==> config.mk <==
export PLATFORM = sky130hd
export DESIGN_NAME = clipped_parallelogram_span_rasterizer_unit
export DESIGN_NICKNAME = d
export VERILOG_FILES = /design/src/rtl/cpsr_pkg.sv /design/src/rtl/cpsr_dp.sv /design/src/rtl/cpsr_ctrl.sv /design/src/rtl/clipped_parallelogram_span_rasterizer_unit.sv
export SDC_FILE = /design/constraint.sdc
export NUM_CORES = 2
export LEC_CHECK = 0
export ABC_AREA = 1
export BUFFER_PORTS_ARGS = -buffer_cell sky130_fd_sc_hd__clkbuf_2
export CORE_MARGIN = 3
export CORE_UTILIZATION = 45
export CTS_CLUSTER_DIAMETER = 150
export DETAILED_ROUTE_END_ITERATION = 16
export PLACE_DENSITY = 0.68
export SLEW_MARGIN = 0
export SYNTH_ARGS = -nofsm -noshare
export SYNTH_HDL_FRONTEND = slang
export SYNTH_SLANG_ARGS = --single-unit
==> constraint.sdc <==
create_clock -name i_clk -period 13 [get_ports i_clk]
set_input_delay 0 -clock i_clk [delete_from_list [all_inputs] [get_ports i_clk]]
set_output_delay 0 -clock i_clk [all_outputs]
set_load 0.05 [all_outputs]
==> src/rtl/cpsr_pkg.sv <==
// Shared constants, types and helpers of the clipped span rasterizer.
package cpsr_pkg;

    // Screen and coordinate format
    localparam int SCREEN_COLUMNS      = 320;
    localparam int SCREEN_ROWS         = 240;
    localparam int COORD_FRACTION_BITS = 4;

    // Rounded column width: a signed 16-bit coordinate loses its fraction bits
    localparam int COL_W     = 17 - COORD_FRACTION_BITS;
    localparam int OFF_W     = COL_W + 1;
    localparam int PROD_W    = 32 + OFF_W + 1;
    localparam int Y0_SHIFT  = 16 - COORD_FRACTION_BITS;
    localparam int HALF_COORD = (1 << COORD_FRACTION_BITS) >> 1;

    // Slope divider: quotient bits, one per cycle
    localparam int DIV_W   = 34;
    localparam int DEN_W   = 18;
    localparam int DCNT_W  = 6;

    // Stream widths
    localparam int IN_DATA_W  = 280;
    localparam int OUT_DATA_W = 64;

    // Edge order in the state arrays
    localparam logic [1:0] EDGE_TOP      = 2'd0;
    localparam logic [1:0] EDGE_BOTTOM   = 2'd1;
    localparam logic [1:0] EDGE_CLIP_TOP = 2'd2;
    localparam logic [1:0] EDGE_LAST     = 2'd3;

    // Input commands
    localparam logic CMD_START = 1'b0;
    localparam logic CMD_STEP  = 1'b1;

    // Controller states
    typedef enum logic [7:0] {
        S_IDLE  = 8'b0000_0001,
        S_ADV   = 8'b0000_0010,
        S_OUT   = 8'b0000_0100,
        S_DINIT = 8'b0000_1000,
        S_DRUN  = 8'b0001_0000,
        S_SLOPE = 8'b0010_0000,
        S_MUL   = 8'b0100_0000,
        S_ACC   = 8'b1000_0000
    } t_state;

    // Controller to datapath commands
    typedef struct packed {
        logic       load;
        logic       div_init;
        logic       div_step;
        logic       slope_wr;
        logic       mul;
        logic       acc_wr;
        logic       advance;
        logic       out_wr;
        logic [1:0] idx;
    } t_cmd;

    // Datapath to controller status
    typedef struct packed {
        logic none_left;
        logic div_done;
        logic out_free;
    } t_stat;

    // Round a signed coordinate to a whole column, half away from zero
    function automatic logic signed [COL_W-1:0] round_coord(input logic [15:0] v);
        logic signed [16:0] ve;
        logic [16:0]        mag;
        logic [16:0]        r;
        ve  = {v[15], v};
        mag = ve[16] ? 17'(-ve) : 17'(ve);
        r   = (mag + 17'(HALF_COORD)) >> COORD_FRACTION_BITS;
        return ve[16] ? COL_W'(-r) : COL_W'(r);
    endfunction

endpackage

==> src/rtl/cpsr_dp.sv <==
// Datapath: edge setup, slope divider, edge accumulators and span output register.
module cpsr_dp (
    input  logic                            i_clk,
    input  logic                            i_rst_n,
    input  cpsr_pkg::t_cmd                  i_cmd,
    output cpsr_pkg::t_stat                 o_stat,
    input  logic [cpsr_pkg::IN_DATA_W-1:0]  i_s_tdata,
    output logic                            o_m_tvalid,
    input  logic                            i_m_tready,
    output logic [cpsr_pkg::OUT_DATA_W-1:0] o_m_tdata,
    output logic                            o_m_tuser,
    output logic                            o_m_tlast
);
    import cpsr_pkg::*;

    // Held primitive
    logic [63:0]             r_edge [4];
    logic [15:0]             r_color;
    logic                    r_shade;
    logic signed [COL_W-1:0] r_first, r_end, r_cur, r_pmin, r_cmin;
    logic [OFF_W-1:0]        r_offp, r_offc;
    logic signed [31:0]      r_slope [4];
    logic signed [31:0]      r_acc   [4];
    // Divider
    logic [DIV_W-1:0]        r_num;
    logic [DEN_W-1:0]        r_rem, r_den;
    logic [DCNT_W-1:0]       r_cnt;
    logic                    r_neg, r_dxz;
    logic signed [PROD_W-1:0] r_prod;
    // Output register
    logic                    r_ovalid;
    logic [OUT_DATA_W-1:0]   r_odata;
    logic                    r_ouser, r_olast;

    logic signed [COL_W-1:0] w_pmin, w_pmax, w_cmin, w_cmax;
    logic [63:0]             w_e;
    logic signed [16:0]      w_dx, w_dy;
    logic [16:0]             w_adx, w_ady;
    logic [DEN_W:0]          w_shift;
    logic [DEN_W:0]          w_diff;
    logic [31:0]             w_qs;
    logic signed [PROD_W:0]  w_sum;
    logic signed [31:0]      w_start;
    logic signed [32:0]      w_adv [4];
    logic signed [31:0]      w_top, w_bot;
    logic [16:0]             w_rtop, w_rbot;
    logic signed [COL_W:0]   w_xn;
    logic                    w_last, w_onscr, w_edgecol;
    logic [OUT_DATA_W-1:0]   w_odata;
    logic [15:0]             w_body, w_fcol;

    // Column rounding straight from the incoming item
    assign w_pmin = round_coord(i_s_tdata[15:0]);
    assign w_pmax = round_coord(i_s_tdata[47:32]);
    assign w_cmin = round_coord(i_s_tdata[143:128]);
    assign w_cmax = round_coord(i_s_tdata[175:160]);

    // Edge deltas of the selected edge
    assign w_e   = r_edge[i_cmd.idx];
    assign w_dx  = 17'(signed'(w_e[47:32])) - 17'(signed'(w_e[15:0]));
    assign w_dy  = 17'(signed'(w_e[63:48])) - 17'(signed'(w_e[31:16]));
    assign w_adx = w_dx[16] ? 17'(-w_dx) : 17'(w_dx);
    assign w_ady = w_dy[16] ? 17'(-w_dy) : 17'(w_dy);

    // Restoring divider step
    assign w_shift = {r_rem, r_num[DIV_W-1]};
    assign w_diff  = w_shift - {1'b0, r_den};

    // Quotient saturated to the positive int32 range
    assign w_qs = (r_num[DIV_W-1:31] != '0) ? 32'h7FFF_FFFF : r_num[31:0];

    // Start value: y0 scaled plus slope times offset
    assign w_sum = (PROD_W+1)'(signed'(w_e[31:16])) * (PROD_W+1)'(1 << Y0_SHIFT)
                 + (PROD_W+1)'(r_prod);
    always_comb begin
        if (w_sum > (PROD_W+1)'(33'sh0_7FFF_FFFF)) begin
            w_start = 32'sh7FFF_FFFF;
        end else if (w_sum < -(PROD_W+1)'(33'sh0_8000_0000)) begin
            w_start = 32'sh8000_0000;
        end else begin
            w_start = 32'(w_sum);
        end
    end

    // Saturating edge advance
    always_comb begin
        for (int i = 0; i < 4; i++) begin
            w_adv[i] = 33'(r_acc[i]) + 33'(r_slope[i]);
        end
    end

    // Span rows from the registered accumulators
    assign w_top  = (r_acc[0] > r_acc[2]) ? r_acc[0] : r_acc[2];
    assign w_bot  = (r_acc[1] < r_acc[3]) ? r_acc[1] : r_acc[3];
    assign w_rtop = 17'(({1'b0, w_top} + 33'h0_0000_8000) >> 16);
    assign w_rbot = 17'(({1'b0, w_bot} + 33'h0_0000_8000) >> 16);

    assign w_xn      = (COL_W+1)'(r_cur) + (COL_W+1)'(1);
    assign w_last    = w_xn >= (COL_W+1)'(r_end);
    assign w_onscr   = !r_cur[COL_W-1] && (32'(r_cur) < 32'(SCREEN_COLUMNS));
    assign w_edgecol = (r_cur == r_first) || (w_xn == (COL_W+1)'(r_end));
    assign w_body    = (r_shade && w_edgecol) ? 16'h0000 : r_color;
    assign w_fcol    = r_shade ? 16'h0000 : r_color;

    function automatic logic [7:0] clamp_row(input logic [31:0] a, input logic [16:0] r);
        if (a[31]) begin
            return 8'd0;
        end else if (r > 17'(SCREEN_ROWS)) begin
            return 8'(SCREEN_ROWS);
        end else begin
            return r[7:0];
        end
    endfunction

    assign w_odata = {7'd0, w_fcol, w_body, clamp_row(w_bot, w_rbot),
                      clamp_row(w_top, w_rtop), 9'(r_cur)};

    // Status
    assign o_stat.none_left = r_cur >= r_end;
    assign o_stat.div_done  = (r_cnt == '0);
    assign o_stat.out_free  = !r_ovalid || i_m_tready;

    // Primitive setup and edge state
    always_ff @(posedge i_clk) begin
        if (!i_rst_n) begin
            r_first <= '0;
            r_end   <= '0;
            r_cur   <= '0;
            r_color <= '0;
            r_shade <= 1'b0;
            r_cnt   <= '0;
            for (int i = 0; i < 4; i++) begin
                r_acc[i]   <= '0;
                r_slope[i] <= '0;
            end
        end else begin
            if (i_cmd.load) begin
                r_edge[0] <= i_s_tdata[63:0];
                r_edge[1] <= i_s_tdata[127:64];
                r_edge[2] <= i_s_tdata[191:128];
                r_edge[3] <= i_s_tdata[255:192];
                r_color   <= i_s_tdata[271:256];
                r_shade   <= i_s_tdata[272];
                r_pmin    <= w_pmin;
                r_cmin    <= w_cmin;
                r_first   <= (w_pmin > w_cmin) ? w_pmin : w_cmin;
                r_end     <= (w_pmax < w_cmax) ? w_pmax : w_cmax;
                r_cur     <= (w_pmin > w_cmin) ? w_pmin : w_cmin;
            end
            // Divider load
            if (i_cmd.div_init) begin
                r_offp <= OFF_W'((COL_W+1)'(r_first) - (COL_W+1)'(r_pmin));
                r_offc <= OFF_W'((COL_W+1)'(r_first) - (COL_W+1)'(r_cmin));
                r_num  <= DIV_W'({w_ady[15:0], 17'd0}) + DIV_W'(w_adx);
                r_den  <= DEN_W'({w_adx, 1'b0});
                r_rem  <= '0;
                r_cnt  <= DCNT_W'(DIV_W);
                r_neg  <= w_dx[16] != w_dy[16];
                r_dxz  <= (w_dx == '0);
            end
            // One quotient bit per cycle
            if (i_cmd.div_step) begin
                r_cnt <= r_cnt - 1'b1;
                if (!w_diff[DEN_W]) begin
                    r_rem <= w_diff[DEN_W-1:0];
                    r_num <= {r_num[DIV_W-2:0], 1'b1};
                end else begin
                    r_rem <= w_shift[DEN_W-1:0];
                    r_num <= {r_num[DIV_W-2:0], 1'b0};
                end
            end
            if (i_cmd.slope_wr) begin
                r_slope[i_cmd.idx] <= r_dxz ? 32'sd0 : (r_neg ? -signed'(w_qs) : signed'(w_qs));
            end
            if (i_cmd.acc_wr) begin
                r_acc[i_cmd.idx] <= w_start;
            end
            if (i_cmd.advance) begin
                for (int i = 0; i < 4; i++) begin
                    if (w_adv[i][32] != w_adv[i][31]) begin
                        r_acc[i] <= w_adv[i][32] ? 32'sh8000_0000 : 32'sh7FFF_FFFF;
                    end else begin
                        r_acc[i] <= w_adv[i][31:0];
                    end
                end
            end
            if (i_cmd.out_wr && !o_stat.none_left) begin
                r_cur <= COL_W'(w_xn);
            end
        end
    end

    // Slope times start offset
    always_ff @(posedge i_clk) begin
        if (i_cmd.mul) begin
            r_prod <= PROD_W'(r_slope[i_cmd.idx])
                    * PROD_W'(signed'({1'b0, (i_cmd.idx < EDGE_CLIP_TOP) ? r_offp : r_offc}));
        end
    end

    // Output register
    always_ff @(posedge i_clk) begin
        if (!i_rst_n) begin
            r_ovalid <= 1'b0;
        end else if (i_cmd.out_wr) begin
            r_ovalid <= 1'b1;
        end else if (i_m_tready) begin
            r_ovalid <= 1'b0;
        end
    end

    always_ff @(posedge i_clk) begin
        if (i_cmd.out_wr) begin
            if (o_stat.none_left) begin
                r_odata <= '0;
                r_ouser <= 1'b0;
                r_olast <= 1'b1;
            end else begin
                r_odata <= w_onscr ? w_odata : '0;
                r_ouser <= w_onscr;
                r_olast <= w_last;
            end
        end
    end

    assign o_m_tvalid = r_ovalid;
    assign o_m_tdata  = r_odata;
    assign o_m_tuser  = r_ouser;
    assign o_m_tlast  = r_olast;

    // The output register is never overwritten while a result waits
    a_out_free: assert property (@(posedge i_clk) disable iff (!i_rst_n)
        i_cmd.out_wr |-> (!r_ovalid || i_m_tready))
        else $error("output overwritten");
    // Writing a result always presents it in the next cycle
    a_out_shown: assert property (@(posedge i_clk) disable iff (!i_rst_n)
        i_cmd.out_wr |=> r_ovalid)
        else $error("result not presented");
    // The divider only steps while bits remain
    a_div_cnt: assert property (@(posedge i_clk) disable iff (!i_rst_n)
        i_cmd.div_step |-> (r_cnt != '0))
        else $error("divider overrun");

endmodule

==> src/rtl/cpsr_ctrl.sv <==
// Controller: sequences column steps and the per-edge primitive setup (top, bottom, clip top, clip bottom).
module cpsr_ctrl (
    input  logic            i_clk,
    input  logic            i_rst_n,
    input  logic            i_s_tvalid,
    output logic            o_s_tready,
    input  logic            i_s_tuser,
    input  cpsr_pkg::t_stat i_stat,
    output cpsr_pkg::t_cmd  o_cmd
);
    import cpsr_pkg::*;

    t_state     r_state, n_state;
    logic [1:0] r_idx, n_idx;
    logic       w_acc;

    assign o_s_tready = (r_state == S_IDLE);
    assign w_acc      = i_s_tvalid && o_s_tready;

    // Next state and commands
    always_comb begin
        n_state = r_state;
        n_idx   = r_idx;
        o_cmd   = '0;
        o_cmd.idx = r_idx;
        case (r_state)
            S_IDLE: begin
                if (w_acc) begin
                    if (i_s_tuser == CMD_START) begin
                        o_cmd.load = 1'b1;
                        n_idx      = EDGE_TOP;
                        n_state    = S_DINIT;
                    end else begin
                        n_state = S_ADV;
                    end
                end
            end
            S_ADV: begin
                o_cmd.advance = !i_stat.none_left;
                n_state       = S_OUT;
            end
            S_OUT: begin
                if (i_stat.out_free) begin
                    o_cmd.out_wr = 1'b1;
                    n_state      = S_IDLE;
                end
            end
            S_DINIT: begin
                o_cmd.div_init = 1'b1;
                n_state        = S_DRUN;
            end
            S_DRUN: begin
                if (i_stat.div_done) begin
                    n_state = S_SLOPE;
                end else begin
                    o_cmd.div_step = 1'b1;
                end
            end
            S_SLOPE: begin
                o_cmd.slope_wr = 1'b1;
                n_state        = S_MUL;
            end
            S_MUL: begin
                o_cmd.mul = 1'b1;
                n_state   = S_ACC;
            end
            S_ACC: begin
                o_cmd.acc_wr = 1'b1;
                n_idx        = r_idx + 1'b1;
                n_state      = (r_idx == EDGE_LAST) ? S_IDLE : S_DINIT;
            end
            default: begin
                n_state = S_IDLE;
            end
        endcase
    end

    always_ff @(posedge i_clk) begin
        if (!i_rst_n) begin
            r_state <= S_IDLE;
            r_idx   <= EDGE_TOP;
        end else begin
            r_state <= n_state;
            r_idx   <= n_idx;
        end
    end

    // An accepted item always leaves idle
    a_leave_idle: assert property (@(posedge i_clk) disable iff (!i_rst_n)
        w_acc |=> (r_state != S_IDLE))
        else $error("item accepted without work");
    // A finished division goes to the slope write
    a_div_slope: assert property (@(posedge i_clk) disable iff (!i_rst_n)
        (r_state == S_DRUN && i_stat.div_done) |=> (r_state == S_SLOPE))
        else $error("division result skipped");
    // Setup leaves to idle only after the last edge
    a_setup_end: assert property (@(posedge i_clk) disable iff (!i_rst_n)
        (r_state == S_ACC && r_idx != EDGE_LAST) |=> (r_state == S_DINIT))
        else $error("edge setup cut short");

endmodule

==> src/rtl/clipped_parallelogram_span_rasterizer_unit.sv <==
// Top level of the clipped parallelogram column-span rasterizer.
//
// Input channel (i_s_*): one item is a start (tuser = 0) or a step (tuser = 1).
// A start carries the wall parallelogram, the clip window, the fill color and
// the shading flag; it yields no result. Each step yields exactly one span
// item on the output channel (o_m_*) for the next column of the primitive,
// with tuser flagging a span on screen and tlast marking the final column.
// A step is accepted when the unit is idle; the advance state then moves all
// edge accumulators on and the output state loads the output register as
// soon as it is free, which presents the span. For a start, the shared
// one-bit-per-cycle slope divider is loaded, yields 34 quotient bits and is
// checked for done for each edge in turn, followed by the slope, multiply
// and accumulator writes for that edge.
// The unit takes the next item while a finished span waits in the output
// register; a step whose span cannot be stored waits until the receiver takes
// the previous one, so a stalled receiver holds back the input channel.
// Reset (synchronous, active low) clears all edge state, so a step right after
// reset returns an empty item with tlast set.
module clipped_parallelogram_span_rasterizer_unit (
    input  logic                            i_clk,
    input  logic                            i_rst_n,
    input  logic                            i_s_tvalid,
    output logic                            o_s_tready,
    // top_edge, bottom_edge, clip_top_edge, clip_bottom_edge, fill_color,
    // shading_on, zero fill
    input  logic [cpsr_pkg::IN_DATA_W-1:0]  i_s_tdata,
    // cmd
    input  logic                            i_s_tuser,
    output logic                            o_m_tvalid,
    input  logic                            i_m_tready,
    // column_x, span_first_y, span_end_y, body_color, first_pixel_color, zero fill
    output logic [cpsr_pkg::OUT_DATA_W-1:0] o_m_tdata,
    // span_valid
    output logic                            o_m_tuser,
    // last_column
    output logic                            o_m_tlast
);
    import cpsr_pkg::*;

    t_cmd  w_cmd;
    t_stat w_stat;

    cpsr_ctrl u_ctrl (
        .i_clk      (i_clk),
        .i_rst_n    (i_rst_n),
        .i_s_tvalid (i_s_tvalid),
        .o_s_tready (o_s_tready),
        .i_s_tuser  (i_s_tuser),
        .i_stat     (w_stat),
        .o_cmd      (w_cmd)
    );

    cpsr_dp u_dp (
        .i_clk      (i_clk),
        .i_rst_n    (i_rst_n),
        .i_cmd      (w_cmd),
        .o_stat     (w_stat),
        .i_s_tdata  (i_s_tdata),
        .o_m_tvalid (o_m_tvalid),
        .i_m_tready (i_m_tready),
        .o_m_tdata  (o_m_tdata),
        .o_m_tuser  (o_m_tuser),
        .o_m_tlast  (o_m_tlast)
    );

endmodule

==> impl_summary.md <==
Logic synthesis
By area the synthesized netlist is led by sky130_fd_sc_hd__edfxtp_1 (32%), sky130_fd_sc_hd__fa_1 (12%), sky130_fd_sc_hd__nand2_1 (10%). The fraction of post-synthesis cell area in the top cell type by area is 32.32%. The number of different library cells used by synthesis comes to 74. The compound-cell area share of the yosys netlist is around 10%. By count the netlist is led by sky130_fd_sc_hd__nand2_1 (1902), sky130_fd_sc_hd__inv_1 (1280), sky130_fd_sc_hd__nor2_1 (959), sky130_fd_sc_hd__edfxtp_1 (743), sky130_fd_sc_hd__a21oi_1 (499). The synthesized-area fraction occupied by and/or/nand/nor cells is between 20% and 30%.

The area share of fa/ha/maj cells after synthesis is a little over a fifth. Of the synthesized area, sequential elements account for approximately 34%. Of the total synthesized cell area, the portion taken by XOR and XNOR cells is a little under 5%. The multiplexer share of the synthesized area is 0.07250%. The warning count from the yosys run is 0.

By area, the combinational part of the netlist is dominated by adder cells. Counting flops with a built-in enable in the synthesized netlist gives roughly 740. The most frequent cell after synthesis is sky130_fd_sc_hd__nand2_1.

After synthesis, the share of flip-flops with an asynchronous set or reset is 0%. The synthesized area per cell is a little over 8 µm². The synthesized design contains approximately 820 register bits. In this run the cell area of the synthesized design comes to 69030 µm². Among all flip-flop cells after synthesis, the most frequent one is sky130_fd_sc_hd__edfxtp_1. The dominant cell type by area after synthesis is sky130_fd_sc_hd__edfxtp_1. Synthesis handed over a netlist of 8421 instances.

STA
At the pin with the least slew margin, the transition time is 1305 ps. The share of the cycle needed by the critical path after routing is approximately two thirds. The worst path in the final design needs a cycle of 8724 ps, including I/O delays and setup. Setup repair after global routing left no endpoint under its margin. The maximum clock frequency is ~110 MHz.

The post-route clock skew is between 70 and 80 ps. The final-report hold violation count is 0. After routing, the total negative slack on setup checks comes to 0 ps. The final hold slack is about 24 ps.

The number of pins exceeding their max-slew limit in the final report is 0. The final-report setup violation count is 0. In this run the tightest slew margin relative to its limit is a little over an eighth.

Critical path
The highest-delay cell along the critical path is sky130_fd_sc_hd__dfxtp_4. STA puts the critical path data arrival time at 9180 ps. The type of element launching the critical path is a flip-flop. The worst setup path is captured at a flip-flop. The number of cells traversed by the worst register-to-register path is 28. The family with the most delay on the worst path is adder cells. The largest fanout of any net on the critical path is between 100 and 150.

The worst register-to-register path has a setup slack of about 4300 ps. The total buffers and inverters traversed by the critical path is 7. The delay of the slowest cell on the worst path is ~800 ps. For the worst setup path, the data required time is approximately 13000 ps. The worst register-to-register path ends at u_dp.r_prod[43]. The worst setup path is of the reg2reg kind.

Global routing
The number of global-route vias before repair came to 61100. The initial antenna violation count came to 10. The met3 capacity usage during global routing is around 4.7%. The remaining global-route overflow is 0.

Entering global routing, the biggest net connects between 100 and 150 pins. The global routing stage identified its most utilized layer as met2. The global-route total usage across every layer is between 20% and 30%. Global routing used a little under half of the available met2 tracks. The global routing met1 resource utilization is between 30% and 40%.

The first-pass GRT wire length is between 300000 and 400000 µm.

Status
The run finished with clean final reports.

Finish
The final layout contains roughly 10000 nets. The share of post-route cells with drive strength above 1 is 7.443%. The post-layout utilization of the core is between 50% and 60%. The count of non-filler cells in the finished layout is roughly 11000. The layout has approximately 14000 filler cells. The layout-stage area growth over the synthesis result is 16.37%.

Min path
The cell depth of the worst hold path is 2. For hold timing, the worst endpoint is u_dp.r_edge[3][3]. The worst min-delay path startpoint is i_s_tdata[195]. The type of the tightest min-delay check is in2reg.

Die
The floorplan step defined a die boundary enclosing around 160000 µm². The height of the chip is approximately 400 µm. The die extent in x is roughly 400 µm.

The floorplan step defined a core boundary enclosing approximately 150000 µm². During I/O placement, the number of pins put on the boundary was around 350. The starting density of the core is a little under half.

The placement row count is approximately 140.

Clock network
The clock-pin slew on the worst setup and hold paths is 70 ps. The H-tree generated during clock tree synthesis spans 3 levels. No sink is reached through more buffers than the 3 on the longest clock path.

TritonCTS built the clock tree. For this design, the sink count on the clock tree is approximately 820. The number of clock buffers inserted by TritonCTS is roughly 90. The clock latency at the later pin of the worst-skew pair is 740 ps. The CTS root buffer is sky130_fd_sc_hd__clkbuf_16.

Routing
After the first detailed-routing iteration, the DRC count stood at around 5600. After detailed routing, the number of remaining DRC violations is 0. The final routed wirelength across all metal layers is approximately 230000 µm.

The remaining antenna violation count after routing is 0. The detailed router placed 61900 vias in this run. Dividing the detail-routed wire length by the instance count gives 20.38 µm.

For this run, the detailed router's first-pass iteration total came to 8. In the routed layout, each cell is associated on average with a via count of around 5.5.

Place
The estimated wirelength of the detail-placed design is 171500 µm. During placement, the flow inserted port buffers numbering between 300 and 400. The congestion estimate from routability-driven global placement came to between 0.9 and 1. The cell count after placement is 10610.

Power
Power spread over the standard cell area amounts to between 100 and 150 nW/µm². The cell leakage power is 36.99 nW. The worst-case IR drop observed on VDD is roughly 0.14 mV. The total chip power is slightly below 0.01 W.

Flow run
The number of max-cap violations is 0.
power breakdown:
group / leakage [nW] / total (W) / switching [W] / internal, W
combinational: 27.8 / 0.00391 / 0.00251 / 0.00140
sequential: 7.69 / 0.00321 / 0.0000821 / 0.00313
clock: 1.50 / 0.00274 / 0.00118 / 0.00155
sequential cells by signal, summed over array words and instances (netlist names), 2 cells and up, named ones only:
name / count
u_dp.r_pmin: 13
u_dp.r_den: 17
u_dp.r_prod: 47
u_dp.r_rem: 18
u_ctrl.r_state: 8
u_dp.r_num: 34
u_dp.o_m_tdata: 57
u_dp.r_cnt: 6
u_dp.r_offc: 14
u_dp.r_cur: 13
u_dp.r_slope: 128
u_dp.r_color: 16
u_ctrl.r_idx: 2
u_dp.r_acc: 128
u_dp.r_cmin: 13
u_dp.r_offp: 14
u_dp.r_end: 13
u_dp.r_edge: 256
u_dp.r_first: 13
cells by family after synthesis:
logic type	Yosys count
simple gates	3503
buf+inv	1554
compound gates	1258
fa+ha+maj	900
flops	818
xor+xnor	382
mux	5
other cells	1
layer usage:
layer  vias to the layer above  wire (µm)
met3                       615      18450
met5                         -         16
li1                      28810          -
met1                     29620      90770
met4                         2      13690
met2                      2851     105700
through the flow:
stage / cell area (µm²) / worst slack, ps
6_report: 80330 / 4276
4_1_cts: 80300 / 4396
2_1_floorplan: 69050 / 1890
5_1_grt: 80310 / 3826
3_3_place_gp: 72890 / 4454
3_5_place_dp: 72890 / 4437
layout by cell type, fill, tap and decap left out, types with 26 or more instances in the layout:
cell,n
sky130_fd_sc_hd__a21oi_1,498
sky130_fd_sc_hd__a31oi_1,53
sky130_fd_sc_hd__buf_4,72
sky130_fd_sc_hd__clkbuf_16,91
sky130_fd_sc_hd__clkbuf_2,338
sky130_fd_sc_hd__dfxtp_1,73
sky130_fd_sc_hd__dlygate4sd3_1,432
sky130_fd_sc_hd__edfxtp_1,743
sky130_fd_sc_hd__fa_1,420
sky130_fd_sc_hd__ha_1,480
sky130_fd_sc_hd__inv_1,1276
sky130_fd_sc_hd__nand2_1,1901
sky130_fd_sc_hd__nand3_1,346
sky130_fd_sc_hd__nand4_1,86
sky130_fd_sc_hd__nor2_1,953
sky130_fd_sc_hd__nor3_1,55
sky130_fd_sc_hd__nor4_1,26
sky130_fd_sc_hd__o21ai_0,427
sky130_fd_sc_hd__o21ai_1,46
sky130_fd_sc_hd__o22ai_1,37
sky130_fd_sc_hd__xnor2_1,145
sky130_fd_sc_hd__xor2_1,235
cell type report:
cell class / count / area [µm²] / area share (%)
diodes: 10 / 25.02 / 0.03115
clock buffers: 104 / 2366 / 2.946
clock inverters: 57 / 718.2 / 0.8941
inverters: 1299 / 4883 / 6.080
multi-input cells: 6055 / 39400 / 49.05
flip-flops and latches: 818 / 23820 / 29.65
well taps: 2030 / 2540 / 3.162
repair buffers: 843 / 6576 / 8.187
worst max path at each step:
stage,endpoint,startpoint,slack (ps),cells past startpoint
finish,u_dp.r_prod[43],flip-flop,4280,28
global route,u_dp.r_prod[42],flip-flop,3830,28
CTS,u_dp.r_prod[43],flip-flop,4400,28
detailed placement,u_dp.r_prod[43],flip-flop,4440,28
global placement,u_dp.r_prod[43],flip-flop,4450,28
floorplan,u_dp.r_cmin[0],u_ctrl.r_state[6],1890,10
timing repair:
item                      4_1_cts  5_1_grt
hold endpoints to repair      294        0
hold buffers                  432        0
gates resized for setup         0        0
setup buffers                   0        0
No activity file was read; power rests on OpenSTA's default activity.
